$ cat src/design/pide_pkg.sv
// Package for the positional insert/delete array: field widths, mode and
// status codes, and the command broadcast to the storage cells.
// No dependencies.
`default_nettype none

package pide_pkg;

    localparam int MODE_W = 3;
    localparam int POS_W  = 7;
    localparam int DATA_W = 32;
    localparam int STAT_W = 2;
    localparam int CNT_W  = 7;

    // request modes
    localparam logic [MODE_W-1:0] MODE_CLEAR   = 3'd0;
    localparam logic [MODE_W-1:0] MODE_APPEND  = 3'd1;
    localparam logic [MODE_W-1:0] MODE_DISPLAY = 3'd2;
    localparam logic [MODE_W-1:0] MODE_INSERT  = 3'd3;
    localparam logic [MODE_W-1:0] MODE_DELETE  = 3'd4;

    // result status
    localparam logic [STAT_W-1:0] ST_OK     = 2'd0;
    localparam logic [STAT_W-1:0] ST_FULL   = 2'd1;
    localparam logic [STAT_W-1:0] ST_EMPTY  = 2'd2;
    localparam logic [STAT_W-1:0] ST_BADPOS = 2'd3;

    // command seen by every cell in the chain
    typedef enum logic [2:0] {
        CELL_HOLD   = 3'd0,
        CELL_APPEND = 3'd1,
        CELL_INSERT = 3'd2,
        CELL_DELETE = 3'd3,
        CELL_ROTATE = 3'd4
    } t_cell_cmd;

endpackage

`default_nettype wire

$ cat src/design/pide_cell.sv
// One storage cell of the element chain. Holds one element and picks its
// next value from itself, a neighbor, or the request value. Depends on pide_pkg.
`default_nettype none

module pide_cell #(
    parameter int IDX   = 0,
    parameter int SEL_W = 7
) (
    input  wire                           i_clk,
    input  wire pide_pkg::t_cell_cmd      i_cmd,
    input  wire [SEL_W-1:0]               i_sel,
    input  wire [pide_pkg::DATA_W-1:0]    i_val,
    input  wire [pide_pkg::DATA_W-1:0]    i_prev,
    input  wire [pide_pkg::DATA_W-1:0]    i_next,
    output logic [pide_pkg::DATA_W-1:0]   o_data
);

    localparam logic [SEL_W-1:0] L_IDX = SEL_W'(IDX);

    logic [pide_pkg::DATA_W-1:0] r_data;
    logic [pide_pkg::DATA_W-1:0] n_data;

    always_comb begin
        n_data = r_data;
        unique case (i_cmd)
            pide_pkg::CELL_APPEND: begin
                if (L_IDX == i_sel) n_data = i_val;
            end
            pide_pkg::CELL_INSERT: begin
                if (L_IDX > i_sel)       n_data = i_prev;
                else if (L_IDX == i_sel) n_data = i_val;
            end
            pide_pkg::CELL_DELETE: begin
                if (L_IDX >= i_sel) n_data = i_next;
            end
            pide_pkg::CELL_ROTATE: n_data = i_next;
            default:               n_data = r_data;
        endcase
    end

    always_ff @(posedge i_clk) begin
        r_data <= n_data;
    end

    assign o_data = r_data;

endmodule

`default_nettype wire

$ cat config.mk
export PLATFORM = sky130hd
export DESIGN_NAME = pide_cell
export DESIGN_NICKNAME = d
export VERILOG_FILES = /design/src/design/pide_pkg.sv /design/src/design/pide_cell.sv
export SDC_FILE = /design/constraint.sdc
export NUM_CORES = 1
export LEC_CHECK = 0
export BUFFER_PORTS_ARGS = -buffer_cell sky130_fd_sc_hd__buf_2
export CAP_MARGIN = 5
export CORE_MARGIN = 2
export CORE_UTILIZATION = 45
export DETAILED_ROUTE_END_ITERATION = 10
export PLACE_DENSITY_LB_ADDON = 0.25
export SETUP_SLACK_MARGIN = 0.3
export SLEW_MARGIN = 20
export SYNTH_ARGS = -nofsm -noshare
export SYNTH_HDL_FRONTEND = slang
export SYNTH_SLANG_ARGS = --single-unit
$ cat constraint.sdc
create_clock -name i_clk -period 9.3 [get_ports i_clk]
set_input_delay 0.93 -clock i_clk [delete_from_list [all_inputs] [get_ports i_clk]]
set_output_delay 0.93 -clock i_clk [all_outputs]
set_load 0.01 [all_outputs]
Yosys cells after proc, flatten, opt, wreduce, memory -nomap -nowiden
Index checks and enable logic that the tools add are counted.

word-level totals
  register bits after elaboration = 32
  bits of input ports = 107
  output and inout bits = 32

operators by class
  magnitude comparators = 2
  equality and inequality tests = 5
  multiplexer cells = 4
  reductions and logical operators = 3

operators with widths
  kind                  number
  $pmux W32 S4          1
  $mux W32              3
  $ge A1 B7 Y1 const A  1
  $gt A1 B7 Y1 const A  1
  $logic_not A7 Y1      1
  $eq A3 B2 Y1 const B  2
  $reduce_bool A4 Y1    1
  $eq A3 B1 Y1 const B  1
  $eq A3 B3 Y1 const B  1
  $ne A2 B2 Y1 const B  1
  $reduce_and A2 Y1     1

Depth between registers and ports, before layout
Gate-level depths: netlist of the first run.

  depth in word-level cells = 4
  mapped depth = 6
  gate-level depth less buffers = 3

Worst setup path before layout of the first run
No wires, ideal clock.

  path type = input to register
  start point = input i_sel[3]
  end point = register r_data (netlist bit o_data[0]) (enable)
  library setup time = 0.432 ns
  arrival = 3.300 ns
  data required time = 8.868 ns
  slack = 5.569 ns
  stages on the path = 3
  path through = or4_4 o211a_1 a21oi_1

on the way
  longest elaborated chain between the ends = 3

ends and longest elaborated chain
  element                             line             RTL
  start, declared                     pide_cell.sv:11  input wire [SEL_W-1:0] i_sel,
  $ge A1 B7 Y1                        pide_cell.sv:34  if (L_IDX >= i_sel) n_data = i_next;
  $ne A2 B2 Y1 (no source line)       -
  $reduce_and A2 Y1 (no source line)  -
  end signal, assigned                pide_cell.sv:42  r_data <= n_data;
  end, declared                       pide_cell.sv:20  logic [pide_pkg::DATA_W-1:0] r_data;

No other way between the ends.
A chain may end at the register's enable or synchronous reset.

Worst setup path after layout of the first run
  start point = input i_sel[3]
  end point = register r_data (netlist bit o_data[19]) (enable)

The elaborated chain is that of the path after synthesis.

==> reports/metrics.cfg, run 1 <==
[run_status]
status = completed

[synth]
async_flop_share = 0
yosys.area.top_type = edfxtp_1
avgSynthCellArea_um2 = 10.1
synth-edff-count = 32
synthTopCellsByCount = a21oi_1 (33), a31oi_1 (32), edfxtp_1 (32), nand4b_1 (32), o21ai_1 (32)
yosysMostFrequentCell = a21oi_1
synth-seq-cells = 32
yosysSeqAreaShare = 0.483
synthCells = 196
synth_ff_type = edfxtp_1
synthTopCellsByArea = edfxtp_1 (48%), nand4b_1 (14%), a31oi_1 (10%)
syn_area_um2 = 1990
synth_cell_types = 19
yosys_warnings = 0
syn-num-nets = 303
synth_top_area_share = 0.483

[cells_and_area]
drive_gt1_frac = 0.426
synthToLayoutAreaGrowth_pct = 29.8
n_antenna_cell = 0
largest_reg_flops = 32
nNetsFinal = 395

[floorplanning]
io_pins = 139
die_w_um = 70.5
die_area_um2 = 4970
initial_utilization = 0.463
rows = 24
die_h_um = 70.5
core_region_area_um2 = 4290

[clocking]
htreeDepth = 2
cts_resized = 0
holdBufCountCts = 0
cts_tree = yes
clk_pin_slew_worst_paths_ps = 60
cts.sinks = 32
cts_buffers = 5
clock_latency_ps = 280
root_buffer = clkbuf_8
post_cts_buffers = 0
clock_path_buffers = 2

[grt]
grt_pass1_vias = 2031
grt_pass1_wl_um = 9700
grt_antenna_before_repair = 0
grt_usage = 0.244
grt_overflow = 0
grt_max_degree = 35

[detailed_routing]
routed_via_density = 6.09
via_count = 2076
wl_per_cell_um = 17.9
drtPass1Iterations = 4
ant_nets = 0
wl_um = 6090
route.detailed.drc = 0
drt_iter0_markers = 237

[timing]
hold_viol = 0
hold_ws_ps = 656
rsz0062_at_grt = false
max_freq_mhz = 330
fin_crit_sh = 0.326
fin_crit_ps = 3030
worst_pin_slew_ps = 1040
fin_tns_setup_ps = 0
slew_headroom = 0.305
setup_viol = 0
slew_viol_final = 0
fin_worst_skew_ps = 0

[power]
clkPwrFrac = 0.282
switchingPower_mw = 0.100
power_mw = 0.360
p_per_area_nw_per_um2 = 140
seq_power_share = 0.504
comb_power_share = 0.214
p_leak_nw = 0.962
internal_power_mw = 0.260
switching_share = 0.278
ir_drop_mv = 0.0839

[critical_path]
path_class = primary input to flip-flop
regToRegSetupSlack_ps = 8410
worstRegToRegCells = 2
end_kind = flip-flop
critPathArrivalTime_ps = 2930
reg2reg_to = o_data[11]
startpoint = i_sel[3]
crit_fanout = 33
r2r-start = o_data[11]
worstPathRequired_ps = 9200
start_kind = primary input

[flow_run]
maxCapViolations = 0

[place]
dp_hpwl_um = 3730
port_buffers = 106
gp_congestion = 0.764

[worst_hold_path]
hp-start = o_data[12]
hp-class = flip-flop to flip-flop
hold-path-endpoint = o_data[12]
hold_path_depth = 2

power groups by stage:
stage	clock network (mW)	logic, mW	registers, mW
2_1_floorplan	0	0.0369	0.190
3_3_place_gp	0	0.0754	0.184
3_5_place_dp	0	0.0770	0.184
4_1_cts	0.103	0.0769	0.182
5_1_grt	0.110	0.0839	0.183
6_report	0.102	0.0771	0.181
metrics by stage:
step           worst slack (ps)   util  cells  cell area [um2]
6_report                   6270  0.601    341             2580
5_1_grt                    6190  0.601    341             2580
4_1_cts                    6270  0.601    341             2580
3_5_place_dp               5990  0.582    333             2500
3_3_place_gp               5980  0.582    333             2500
2_1_floorplan              5570      -    196             1990
logic make-up after synthesis:
logic type      synth area share
compound gates             0.273
simple gates               0.171
flops                      0.483
buf+inv                   0.0730
cell type report:
cell class	count	area (um2)
clock inverter	3	13.8
timing repair buffer	111	568
clock buffer	5	68.8
sequential	32	961
fill	387	1710
tap	52	65.1
multi-input combinational	138	905
routing by layer:
| metal | wire, um | track usage | up-vias |
|---|---|---|---|
| met5 | 0 | 0 | - |
| met4 | 85 | 0.103 | 0 |
| met3 | 448 | 0.0462 | 9 |
| met2 | 2990 | 0.419 | 96 |
| met1 | 2560 | 0.299 | 983 |
| li1 | - | - | 988 |
worst max-delay path: stages:
cell	delay, ps
buf_2	120
or4_4	750
o211a_1	320
a21oi_4	790
worst max-delay path by stage:
stage | endpoint | slack, ps | depth (start not counted)
3_5_place_dp | o_data[6] | 5990 | 4
5_1_grt | o_data[23] | 6190 | 5
2_1_floorplan | o_data[0] | 5570 | 3
4_1_cts | o_data[23] | 6270 | 4
3_3_place_gp | o_data[17] | 5980 | 4
6_report | o_data[19] | 6270 | 4
placed cells by master (no fill, tap or decap):
cell and n:
a21oi_1 32, a21oi_4 1, a31oi_1 32, and2_4 1, buf_2 106, buf_4 5
clkbuf_8 5, clkinv_1 1, clkinv_2 2, edfxtp_1 32, nand3b_1 1, nand4b_1 32
nor2_2 1, nor4_4 1, o211a_1 1, o21ai_1 32, o21bai_1 1, or3_1 1
or3b_1 1, or4_4 1
No activity file was read; power rests on OpenSTA's default activity.
==> inputs of run 2 (changes only) <==
Settings changed: CORE_UTILIZATION 45 to 41.
Clock period 9.3 ns to 3.1 ns, I/O delays scaled along.
==> reports/metrics.cfg, run 2 (synthesis results as in run 1) <==
[grt]
grt_pass1_wl_um = 9530  ; -1.8%
grt_overflow = 0  ; unchanged
grt_antenna_before_repair = 0  ; unchanged
grt_usage = 0.229  ; -0.0151
grt_max_degree = 34  ; -2.9%
grt_pass1_vias = 1917  ; -5.6%

[critical_path]
worstRegToRegCells = 2  ; unchanged
r2r-start = o_data[8]
worstPathRequired_ps = 3080  ; -6120 ps
cp_top_family = simple AND/OR/NAND/NOR gates
path_cells = buf_2 > or3b_1 > a21oi_4 > buf_4
crit_slowest_cell = or3b_1
reg2reg_to = o_data[8]
regToRegSetupSlack_ps = 2230  ; -6180 ps
path_class = primary input to flip-flop
crit_fanout = 19  ; -42%
critPathArrivalTime_ps = 1870  ; -1060 ps
start_kind = primary input
path_buf_inv = 2  ; +1
worst_path_largest_cell_delay_ps = 700  ; -90 ps
end_kind = flip-flop

[cells_and_area]
largest_reg_flops = 32  ; unchanged
layout_commonest_cell = buf_2
nNetsFinal = 398  ; +0.76%
drive_gt1_frac = 0.425  ; -0.000948
synthToLayoutAreaGrowth_pct = 31.0
finalInstanceArea_um2 = 2600  ; +0.87%
n_antenna_cell = 0  ; unchanged

[clocking]
root_buffer = clkbuf_8
holdBufCountCts = 0  ; unchanged
cts_resized = 0  ; unchanged
clock_path_buffers = 2  ; unchanged
htreeDepth = 2  ; unchanged
cts_tree = yes
post_cts_buffers = 0  ; unchanged
clock_latency_ps = 280  ; about the same
cts_buffers = 5  ; unchanged
cts.sinks = 32  ; unchanged
clk_pin_slew_worst_paths_ps = 70  ; about the same

[place]
port_buffers = 106  ; unchanged
dp_hpwl_um = 3930  ; +5.4%
gp_congestion = 0.779  ; +2.0%
place_area_um2 = 2520  ; +1.0%

[floorplanning]
die_h_um = 73.6  ; +4.5%
die_w_um = 73.6  ; +4.5%
initial_utilization = 0.424  ; -0.0393
die_area_um2 = 5420  ; +9.2%
rows = 25  ; +4.2%
core_region_area_um2 = 4690  ; +9.3%
io_pins = 139  ; unchanged

[detailed_routing]
routed_via_density = 6.06  ; -0.45%
drt_iter0_markers = 144  ; -39%
drtPass1Iterations = 4  ; unchanged
route.detailed.drc = 0  ; unchanged
ant_nets = 0  ; unchanged
wl_um = 6060  ; -0.41%
via_count = 2097  ; +1.0%
wl_per_cell_um = 17.5  ; -1.8%

[timing]
fin_crit_sh = 0.609
worst_pin_slew_ps = 727  ; -314 ps
fin_worst_skew_ps = 0  ; unchanged
slew_headroom = 0.515  ; +0.211
slew_viol_final = 0  ; unchanged
hold_viol = 0  ; unchanged
max_freq_mhz = 529
rsz0062_at_grt = false
fin_tns_setup_ps = 0  ; unchanged
fin_crit_ps = 1890
setup_viol = 0  ; unchanged

[power]
p_leak_nw = 0.971  ; +0.91%
p_per_area_nw_per_um2 = 417  ; +200%
ir_drop_mv = 0.209  ; +150%

[worst_hold_path]
hp-start = i_next[17]
hp-class = primary input to flip-flop
hold-path-endpoint = o_data[17]
hold_path_depth = 3  ; +1

[run_status]
status = completed

[flow_run]
maxCapViolations = 0  ; unchanged

==> run 2: changes by cell type in the layout (fill, tap and decap cells not counted) <==
cell,change
clkinv_2,-2
buf_4,+3
clkbuf_1,+2
==> run 2: through the flow <==
stage	util	power [mW]	setup slack [ps]	std cells	hold slack (ps)
2_1_floorplan	-	0.680	683	196	560
3_3_place_gp	0.538	0.783	933	338	640
3_5_place_dp	0.538	0.787	887	338	656
4_1_cts	0.555	1.09	1190	346	357
5_1_grt	0.555	1.13	1130	346	366
6_report	0.555	1.08	1210	346	363
==> run 2: worst reg2reg max path: cells and delay by family, from the launching register on <==
| family | cells | cell delay, ps |
|---|---|---|
| AOI/OAI and AO/OA | 2 | 190 |
| DFF | 1 | 410 |
==> run 2: power breakdown <==
part | internal, mW | leakage [nW] | switching, mW | total, mW
sequential | 0.527 | 0.301 | 0.0166 | 0.544
combinational | 0.103 | 0.630 | 0.132 | 0.235
clock | 0.156 | 0.0399 | 0.150 | 0.306
total | 0.786 | 0.971 | 0.298 | 1.08
==> run 2: area by class of cell <==
type | instances | area (um2)
Timing Repair Buffer | 114 | 591
Fill cell | 464 | 2090
Tap cell | 54 | 67.6
Clock inverter | 1 | 3.75
Sequential cell | 32 | 961
Clock buffer | 7 | 76.3
Multi-Input combinational cell | 138 | 905
==> run 2: worst max path at each step <==
stage / start / end / depth (start not counted)
after global routing: i_cmd[0] / o_data[29] / 4
after CTS: i_cmd[0] / o_data[2] / 4
final: i_cmd[0] / o_data[2] / 4
after global placement: i_sel[3] / o_data[2] / 5
after floorplan: i_cmd[0] / o_data[0] / 4
after detailed placement: i_cmd[0] / o_data[2] / 4
==> run 2: routing by layer <==
layer	wire, um	global-route usage
met2	2780	0.357
met3	503	0.0494
met5	0	0
met4	53	0.0626
met1	2720	0.324
==> inputs of run 3 (changes only) <==
Clock period 3.1 ns to 1.95 ns, I/O delays scaled along.
==> reports/metrics.cfg, run 3 (synthesis results as in run 1) <==
[critical_path]
regToRegSetupSlack_ps = 1070  ; -1160 ps
critPathCapture = o_data[4]
critPathArrivalTime_ps = 1560  ; -310 ps
end_kind = flip-flop
worstRegToRegCells = 2  ; unchanged
reg2reg_to = o_data[1]
worstPathRequired_ps = 1940  ; -1140 ps
startpoint = i_sel[3]
start_kind = primary input
path_class = primary input to flip-flop
r2r-start = o_data[1]
crit_fanout = 17  ; -2

[detailed_routing]
wl_per_cell_um = 17.5  ; -0.16%
ant_nets = 0  ; unchanged
via_count = 2128  ; +1.5%
drt_iter0_markers = 145  ; +0.69%
route.detailed.drc = 0  ; unchanged
routed_via_density = 6.10  ; +0.61%
wl_um = 6110  ; +0.71%
drtPass1Iterations = 4  ; unchanged

[floorplanning]
die_area_um2 = 5420  ; unchanged
io_pins = 139  ; unchanged
core_region_area_um2 = 4690  ; unchanged
die_w_um = 73.6  ; unchanged
initial_utilization = 0.424  ; unchanged
die_h_um = 73.6  ; unchanged
rows = 25  ; unchanged

[cells_and_area]
final_util = 0.565  ; +0.0101
finalInstanceArea_um2 = 2650  ; +1.8%
n_antenna_cell = 0  ; unchanged
layout_commonest_cell = buf_2
synthToLayoutAreaGrowth_pct = 33.4
largest_reg_flops = 32  ; unchanged
drive_gt1_frac = 0.431  ; +0.00585
nNetsFinal = 401  ; +0.75%

[place]
place_area_um2 = 2570  ; +1.9%
port_buffers = 106  ; unchanged
post-place-ws_ps = 102  ; -785 ps
gp_congestion = 0.723  ; -7.1%
dp_hpwl_um = 4040  ; +2.7%

[power]
ir_drop_mv = 0.370  ; +77%
switchingPower_mw = 0.464  ; +56%
p_per_area_nw_per_um2 = 651  ; +56%
comb_power_share = 0.225  ; +0.009
clkPwrFrac = 0.274  ; -0.008
switching_share = 0.269  ; -0.00619
seq_power_share = 0.501  ; about the same
p_leak_nw = 0.992  ; +2.2%
internal_power_mw = 1.26  ; +60%

[clocking]
cts_resized = 0  ; unchanged
post_cts_buffers = 0  ; unchanged
clock_latency_ps = 270  ; about the same
root_buffer = clkbuf_8
htreeDepth = 2  ; unchanged
cts_buffers = 5  ; unchanged
clk_pin_slew_worst_paths_ps = 60  ; about the same
clock_path_buffers = 2  ; unchanged
cts.sinks = 32  ; unchanged
holdBufCountCts = 0  ; unchanged
cts_tree = yes

[timing]
worst_pin_slew_ps = 388  ; -338 ps
fin_tns_setup_ps = 0  ; unchanged
fin_worst_skew_ps = 0  ; unchanged
fin_crit_sh = 0.807
slew_viol_final = 0  ; unchanged
fin_crit_ps = 1570
hold_viol = 0  ; unchanged
setup_ws_ps = 376  ; -835 ps
slew_headroom = 0.741  ; +0.226
hold_ws_ps = 266  ; -96.8 ps
max_freq_mhz = 635
setup_viol = 0  ; unchanged
rsz0062_at_grt = false

[grt]
grt_overflow = 0  ; unchanged
grt_pass1_wl_um = 9240  ; -3.0%
grt_antenna_before_repair = 0  ; unchanged
grt_max_degree = 33  ; -2.9%
grt_pass1_vias = 1926  ; +0.47%
grt_usage = 0.222  ; -0.00785

[flow_run]
maxCapViolations = 0  ; unchanged

[worst_hold_path]
hp-class = primary input to flip-flop

[run_status]
status = completed

==> run 3: layer usage <==
layer  track usage  vias to the layer above  share of wire
li1              -                      998              -
met1         0.283                     1034           0.44
met2         0.377                       94           0.49
met3        0.0466                        2          0.067
met4        0.0646                        0         0.0066
met5             0                        -              0
==> run 3: area by class of cell <==
cell class	count	area (um2)
fillers	444	2040
flip-flops and latches	32	961
multi-input cells	138	905
repair buffers	117	638
clock buffers	7	76.3
well taps	54	67.6
clock inverters	1	3.75
==> run 3: how the worst min path moves through the flow <==
stage | start | to | slack (ps) | cells past startpoint
after global placement | i_next[1] | o_data[1] | 540 | 3
after global routing | i_next[3] | o_data[3] | 260 | 3
after detailed placement | i_next[23] | o_data[23] | 550 | 3
final | i_next[23] | o_data[23] | 270 | 3
after floorplan | i_next[0] | o_data[0] | 450 | 2
after CTS | i_next[3] | o_data[3] | 260 | 3
==> run 3: per-stage QoR <==
stage | power (mW) | instances
after floorplan | 1.08 | 196
after global placement | 1.26 | 341
after detailed placement | 1.27 | 341
after CTS | 1.74 | 349
after global routing | 1.81 | 349
final | 1.73 | 349
==> run 3: power by group through the flow <==
stage | registers [mW] | clock network [mW] | logic [mW]
6_report | 0.865 | 0.473 | 0.388
4_1_cts | 0.865 | 0.489 | 0.390
3_5_place_dp | 0.878 | 0 | 0.389
2_1_floorplan | 0.904 | 0 | 0.179
3_3_place_gp | 0.877 | 0 | 0.385
5_1_grt | 0.870 | 0.519 | 0.424
==> run 3: worst max-delay path, stage by stage <==
cell and delay, ps:
buf_2 120, or4_4 540, o211a_1 250, a21oi_4 240
buf_12 200
